$ cat config.mk
export PLATFORM = sky130hd
export DESIGN_NAME = pfte_ram
export DESIGN_NICKNAME = d
export VERILOG_FILES = /design/src/design/pfte_ram.sv
export SDC_FILE = /design/constraint.sdc
export NUM_CORES = 1
export LEC_CHECK = 0
export BUFFER_PORTS_ARGS = -buffer_cell sky130_fd_sc_hd__buf_2
export CAP_MARGIN = 10
export CORE_MARGIN = 1.5
export CORE_UTILIZATION = 30
export DETAILED_ROUTE_END_ITERATION = 10
export HOLD_SLACK_MARGIN = 0.03
export SETUP_SLACK_MARGIN = 0.02
export SLEW_MARGIN = 20
export SYNTH_ARGS = -nofsm -noshare
export SYNTH_HDL_FRONTEND = slang
export SYNTH_SLANG_ARGS = --single-unit
export TNS_END_PERCENT = 50
$ cat constraint.sdc
create_clock -name clk -period 2.1 [get_ports clk]
set_input_delay 0.21 -clock clk [delete_from_list [all_inputs] [get_ports clk]]
set_output_delay 0.21 -clock clk [all_outputs]
set_load 0.005 [all_outputs]
$ cat src/design/pfte_ram.sv
module pfte_ram #(
  parameter int W = 8,
  parameter int D = 16
) (
  input  logic                                clk,
  input  logic                                we,
  input  logic [((D > 1) ? $clog2(D) : 1)-1:0] waddr,
  input  logic [W-1:0]                        wdata,
  input  logic [((D > 1) ? $clog2(D) : 1)-1:0] raddr,
  output logic [W-1:0]                        rdata
);

  logic [W-1:0] mem [D];

  always_ff @(posedge clk) begin
    if (we) begin
      mem[waddr] <= wdata;
    end
    rdata <= mem[raddr];
  end

endmodule

==> After elaboration in Yosys (flattened, before gate mapping) <==
Memory sizes are Yosys's and may differ from the RTL's. A register that Yosys moved wholly into a read port is not among the register bits.
Cells that the tools add are included.
W data, S select, Z words.
{ "totals": {"out_inout_bits": 8, "ramBits": 128, "in_bits": 18, "ff_bits": 0, "elab_cells": 3, "mem_count": 1} }
{ "memory_table": {"columns": ["memory", "depth", "width", "rd", "rd_ports_with_merged_regs", "write_ports", "line", "source"], "rows": [
  ["mem", 16, 8, 1, 1, 1, "13", "logic [W-1:0] mem [D];"]
]} }
{ "classes": {"mux": 2} }
{ "op_table": {"columns": ["cell", "count"], "rows": [
  ["$mux W1", 2]
]} }

==> Logic depth before layout (Yosys ltp) <==
Gate-level depths: netlist of the first run.
{ "depth": {"depth_word": 2, "mapped_depth": 5, "mapped_depth_nobuf": 3} }

==> Worst setup path before layout of the first run <==
OpenSTA, ideal clock, no wires.
{ "synth_timing": {"kind": "in2reg", "start": "input waddr[2] in the netlist's numbering", "end": "memory mem[0][0] (enable)", "path_slack_ns": 0.397, "setup_ns": 0.383, "required_time_ns": 1.717, "path_buffers": 0, "arrival_time_ns": 1.320, "stages": 2, "cell_sequence": "or3b_2 nor3_1"} }
{ "synth_rtl": {"columns": ["item", "line", "source"], "rows": [
  ["from (decl)", "7", "input logic [((D > 1) ? $clog2(D) : 1)-1:0] waddr,"],
  ["to (decl)", "13", null]
]} }
No word-level cell before the write port.

==> flow_metrics.env, run 1 <==
export IMPL_status="finished, final reports clean"
export IMPL_finalHoldViolations=0
export IMPL_grt_pass1_wl_mm=14.7
export IMPL_ir_worst_vdd_mv=0.639
export IMPL_slowest_stage="mux4_2"
export IMPL_syn_area_um2=5150
export IMPL_power_leakage_nw=2.11
export IMPL_cp_top_family="multiplexers"
export IMPL_place_congestion=0.729
export IMPL_wl_per_cell_um=19.2
export IMPL_max_freq_mhz=725
export IMPL_setup_viol=0
export IMPL_worst_pin_slew_ns=0.752
export IMPL_rsz0062_at_grt="false"
export IMPL_holdCritPathClass="in2reg"
export IMPL_chipHeight_um=134
export IMPL_yosys_area_top_type_share=0.747
export IMPL_cts_tree="built"
export IMPL_synth_cell_type_count=19
export IMPL_ys_top_cells_by_area="edfxtp_1, mux4_2, mux4_1"
export IMPL_via_per_inst=4.60
export IMPL_critPathBufInv=0
export IMPL_drive_gt1_frac=0.310
export IMPL_cap_violations=0
export IMPL_yosys_warnings=0
export IMPL_cp_data_arrival_time_ns=1.66
export IMPL_fin_crit_ns=1.38
export IMPL_critPathLaunchType="flop"
export IMPL_antenna_found_initial=0
export IMPL_post_cts_repair_setup_buffers=0
export IMPL_numCtsBuffers=17
export IMPL_cts_htree_levels=4
export IMPL_synth_area_leader_cell="edfxtp_1"
export IMPL_postSynthCellCount=229
export IMPL_grt_use_total=0.118
export IMPL_overflow=0
export IMPL_dieArea_um2=18000
export IMPL_ctsHoldBuffers=0
export IMPL_required_ns=2.38
export IMPL_drc=0
export IMPL_start_util=0.308
export IMPL_synth_seq_cells=136
export IMPL_relSlewSlack=0.497
export IMPL_first_pass_iters=4
export IMPL_drtAntennaViolNets=0
export IMPL_hpwl_mm=6.31
export IMPL_root_buffer="clkbuf_16"
export IMPL_fin_nets=299
export IMPL_ys_seq_area_frac=0.778
export IMPL_power_total_mw=6.49
export IMPL_critical_path_class="reg2reg"
export IMPL_chipWidth_um=134
export IMPL_post_route_period_util=0.656
export IMPL_drt_iter0_markers=222
export IMPL_coreArea_um2=16700
export IMPL_cp_end_kind="flop"
export IMPL_io_pins=26
export IMPL_crit_path_max_fanout=1
export IMPL_syn_to_final_growth_pct=21.6
export IMPL_clockBufferDepth=2
export IMPL_io_buffer_count=25
export IMPL_p_per_area_nw_per_um2=1040
export IMPL_finClkSkew_ns=0.00580
export IMPL_finish_instance_area_um2=6260
export IMPL_cp_cell_sequence="mux4_2, a22oi_1, nand2_1"
export IMPL_vias=2365
export IMPL_path_clk_slew_ns=0.06
export IMPL_clkLatencyLatePin_ns=0.41
export IMPL_grt_max_degree=33
export IMPL_finalMaxSlewViolations=0
export IMPL_wl_mm=9.89
export IMPL_place_area_um2=5620
export IMPL_finalSetupTns_ns=0
export IMPL_antenna_cells=0
export IMPL_cts_repair_resized=0
export IMPL_cts_sinks=136
export IMPL_syn_area_per_cell_um2=22.5
export IMPL_grt_pass1_vias=2390
export IMPL_fp_row_count=47
export IMPL_syn_nets=247
export IMPL_max_stage_delay_ns=0.49
## logic make-up (layout without fill, tap and decap cells)
| kind of cell | Yosys count | after routing | share of synthesized area |
|---|---|---|---|
| DFF | 136 | 136 | 0.778 |
| and+or+nand+nor | 35 | 35 | 0.0318 |
| muxes | 32 | 32 | 0.150 |
| AOI/OAI and AO/OA | 16 | 16 | 0.0233 |
| buffers and inverters | 10 | 75 | 0.0168 |
## per-stage QoR
stage / util / hold WS, ns / instances / setup WS (ns)
2_1_floorplan: - / 0.309 / 229 / 0.397
3_3_place_gp: 0.337 / 0.600 / 482 / 0.375
3_5_place_dp: 0.337 / 0.590 / 482 / 0.380
4_1_cts: 0.375 / 0.172 / 514 / 0.703
5_1_grt: 0.375 / 0.185 / 514 / 0.676
6_report: 0.375 / 0.184 / 514 / 0.722
## cell usage in the layout (no fill, tap or decap), drive strengths merged
| cell | n |
|---|---|
| a22oi | 16 |
| and2 | 1 |
| and2b | 1 |
| buf | 43 |
| bufinv | 4 |
| clkbuf | 21 |
| clkinv | 4 |
| dfxtp | 8 |
| edfxtp | 128 |
| inv | 3 |
| mux4 | 32 |
| nand2 | 9 |
| nand2b | 2 |
| nand3 | 1 |
| nand3b | 2 |
| nor2 | 13 |
| nor2b | 1 |
| nor3 | 4 |
| or3b | 1 |
## worst paths after layout
check	startpoint	to	slack, ns	cells after the start
max reg2reg	mem[4][4]	rdata[4]	0.72	3
min reg2reg	mem[15][1]	rdata[1]	0.70	3
min	wdata[6]	mem[1][6]	0.18	1
max	mem[4][4]	rdata[4]	0.72	3
## state kept, by name (all words and copies together) (netlist names)
register,flops
mem,128
rdata,8
## worst reg2reg max path: cells and delay by family (launching register included)
family | cells | cell delay [ns]
muxes | 1 | 0.49
DFF | 1 | 0.38
AOI/OAI and AO/OA | 1 | 0.24
and+or+nand+nor | 1 | 0.14
## layer usage
metal  vias up  global-route usage  wire (um)
li1       1081                   -          -
met1      1211               0.155       4470
met2        63               0.180       4800
met3        10              0.0351        498
met4         0              0.0543        112
met5         -                   0          0
## power by group
| group | total (mW) | switching [mW] | internal, mW |
|---|---|---|---|
| Combinational | 0.278 | 0.158 | 0.121 |
| Clock | 3.16 | 1.08 | 2.08 |
| Sequential | 3.05 | 0.0150 | 3.04 |
## cell type report
type	count	area [um2]
multi-input cells	83	1060
flip-flops and latches	136	4000
well taps	220	275
clock buffers	21	470
fillers	1536	10400
clock inverters	11	168
repair buffers	43	285
## synthesized netlist by cell type, drive strengths merged
library cell / number
and2: 1
mux4: 32
or3b: 1
edfxtp: 128
a22oi: 16
nand3: 1
buf: 7
nor2: 13
clkdlybuf4s25: 3
nand2b: 2
nor3: 4
and2b: 1
dfxtp: 8
nand2: 9
nor2b: 1
nand3b: 2
(Power assumes the default switching activity.)
==> run 2, diff against run 1 <==
--- a/config.mk
+++ b/config.mk
@@ -5,6 +5,7 @@
 export SDC_FILE = /design/constraint.sdc
 export NUM_CORES = 1
 export LEC_CHECK = 0
+export ABC_AREA = 1
 export BUFFER_PORTS_ARGS = -buffer_cell sky130_fd_sc_hd__buf_2
 export CAP_MARGIN = 10
 export CORE_MARGIN = 1.5
==> constraint.sdc (replaced) <==
create_clock -name clk -period 1.27 [get_ports clk]
set_input_delay 0.127 -clock clk [delete_from_list [all_inputs] [get_ports clk]]
set_output_delay 0.127 -clock clk [all_outputs]
set_load 0.005 [all_outputs]
==> run 2 against run 1 <==
Compared with the run above: cell count up 64%; via count increased by 59%; non-clock buffer count grew 9; clock power grew 61%; utilization shrank 0.75 points; critical path depth rose by 3; sequential share of layout area fell by 5.9 points; register-to-register slack worse by 0.53 ns; hold slack worse by 0.075 ns; global-route usage rose by 2.5 points; critical path type unchanged; largest power group unchanged; highest routed layer unchanged.
==> flow_metrics.env, run 2 <==
export IMPL_status="finished, final reports clean"
export IMPL_cts_tree="built"
export IMPL_placed_cells=813
export IMPL_cp_cell_sequence="inv_1, nand2_1, nand3_1, nand3_1, nand3_1, nand2_1"
export IMPL_overflow=0
export IMPL_postSynthCellCount=551
export IMPL_synth_flop_cell="edfxtp_1"
export IMPL_wl_mm=13.1
export IMPL_worst_pin_slew_ns=0.364
export IMPL_chipHeight_um=142
export IMPL_antenna_found_initial=0
export IMPL_finalMaxSlewViolations=0
export IMPL_syn_area_um2=5770
export IMPL_required_ns=1.59
export IMPL_slowest_stage="edfxtp_1"
export IMPL_fp_row_count=50
export IMPL_finClkSkew_ns=0.00628
export IMPL_numCtsBuffers=17
export IMPL_largest_register_ffs=128
export IMPL_yosys_area_top_type_share=0.667
export IMPL_cp_common_cell="nand3_1"
export IMPL_final_common_cell="nand2_1"
export IMPL_synth_seq_cells=136
export IMPL_wl_met1_mm=5.95
export IMPL_grt_pass1_vias=3588
export IMPL_place_congestion=0.808
export IMPL_synth_cell_type_count=12
export IMPL_drtAntennaViolNets=0
export IMPL_drc=0
export IMPL_drive_gt1_frac=0.136
export IMPL_synth_edff_count=128
export IMPL_clkLatencyLatePin_ns=0.43
export IMPL_ir_worst_vdd_mv=0.926
export IMPL_reg_largest_list="mem: 128 flops, rdata: 8 flops"
export IMPL_via_per_inst=4.46
export IMPL_final_util=0.367
export IMPL_most_common_layout_cells="nand2_1, edfxtp_1, inv_1"
export IMPL_synth_most_common_cell="nand2_1"
export IMPL_met3WireLength_um=754
export IMPL_rsz0062_at_grt="false"
export IMPL_max_stage_delay_ns=0.37
export IMPL_vias=3767
export IMPL_relSlewSlack=0.757
export IMPL_clockBufferDepth=2
export IMPL_path_clk_slew_ns=0.06
export IMPL_chipWidth_um=142
export IMPL_yosys_warnings=0
export IMPL_cts_sinks=136
export IMPL_fin_crit_ns=1.08
export IMPL_syn_area_per_cell_um2=10.5
export IMPL_hpwl_mm=7.97
export IMPL_first_pass_iters=5
export IMPL_io_pins=26
export IMPL_finalHoldViolations=0
export IMPL_top_layer="met4"
export IMPL_fin_nets=616
export IMPL_grt_max_degree=65
export IMPL_cp_end_kind="flop"
export IMPL_dieArea_um2=20100
export IMPL_antenna_cells=0
export IMPL_critical_path_class="reg2reg"
export IMPL_grt_pass1_wl_mm=20.5
export IMPL_cts_htree_levels=4
export IMPL_ctsHoldBuffers=0
export IMPL_crit_path_max_fanout=1
export IMPL_critPathLaunchType="flop"
export IMPL_synth_area_leader_cell="edfxtp_1"
export IMPL_wl_per_cell_um=15.5
export IMPL_syn_nets=569
export IMPL_cts_repair_resized=0
export IMPL_cp_data_arrival_time_ns=1.40
export IMPL_io_buffer_count=25
export IMPL_synth_common_cells="nand2_1, edfxtp_1, inv_1"
export IMPL_grt_use_total=0.143
export IMPL_setup_viol=0
export IMPL_ys_seq_area_frac=0.694
export IMPL_regMostFlops="mem"
export IMPL_post_route_period_util=0.853
export IMPL_met2_length_mm=6.14
export IMPL_synthArstFlopShare=0
export IMPL_cap_violations=0
export IMPL_drt_iter0_markers=244
export IMPL_p_per_area_nw_per_um2=1560
export IMPL_power_leakage_nw=2.96
export IMPL_root_buffer="clkbuf_16"
export IMPL_syn_to_final_growth_pct=19.5
export IMPL_power_total_mw=10.8
export IMPL_ys_top_cells_by_area="edfxtp_1, nand2_1, nand3_1"
export IMPL_stdcell_count=845
export IMPL_start_util=0.307
export IMPL_post_cts_repair_setup_buffers=0
export IMPL_holdCritPathClass="in2reg"
export IMPL_coreArea_um2=18800
export IMPL_max_freq_mhz=924
run 2: cell count changes after synthesis, moves of 2 or more:
cell	previous run	this run
mux4_2	18	0
clkdlybuf4s25_2	3	0
nor3_1	4	0
nand2_1	9	173
inv_1	0	100
nor2_1	13	17
buf_6	3	6
mux4_1	14	0
nand3_1	1	97
buf_4	1	4
nand2b_1	2	0
a22oi_1	16	0
buf_2	3	13
inv_2	0	2
run 2: cell families (layout without fill, tap and decap cells):
group | Yosys count | in the layout | share of synthesized area
buf+inv | 126 | 186 | 0.0952
flops | 136 | 136 | 0.694
simple gates | 289 | 289 | 0.210
run 2: path summary, 6_finish.rpt:
kind	from	endpoint	slack (ns)	depth (start not counted)
max reg2reg	mem[7][5]	rdata[5]	0.19	6
min	wdata[4]	mem[15][4]	0.11	1
min reg2reg	mem[11][0]	rdata[0]	0.66	6
max	mem[7][5]	rdata[5]	0.19	6
run 2: layout make-up:
type                    count  area, um2
fillers                  1829      11900
clock inverters            15        184
well taps                 234        293
clock buffers              17        425
inverters                 102        383
repair buffers             52        390
flip-flops and latches    136       4000
multi-input cells         289       1210
run 2: report_power, final:
group / total [mW] / switching (mW) / internal [mW] / leakage (nW)
clock network: 5.08 / 1.84 / 3.24 / 0.283
registers: 5.05 / 0.0297 / 5.02 / 1.22
logic: 0.642 / 0.435 / 0.207 / 1.45
run 2: metal layers:
layer  up-vias  global-route usage
met3        18              0.0435
met1      1770               0.185
met4         0              0.0575
met2       111               0.223
li1       1868                   -
met5         -                   0
run 2: worst max-delay path, delay by kind of cell (launching register included):
family                 cells  cell delay, ns
and+or+nand+nor            5            0.51
buffers and inverters      1            0.07
DFF                        1            0.37
run 2: through the flow:
step	setup slack, ns	TNS [ns]	cell area (um2)	hold WS (ns)
after floorplan	0.192	0	5770	0.226
after global placement	0.00750	0	6280	0.506
after detailed placement	-0.00210	-0.00210	6280	0.513
after CTS	0.172	0	6890	0.100
after global routing	0.120	0	6890	0.102
final	0.187	0	6890	0.109
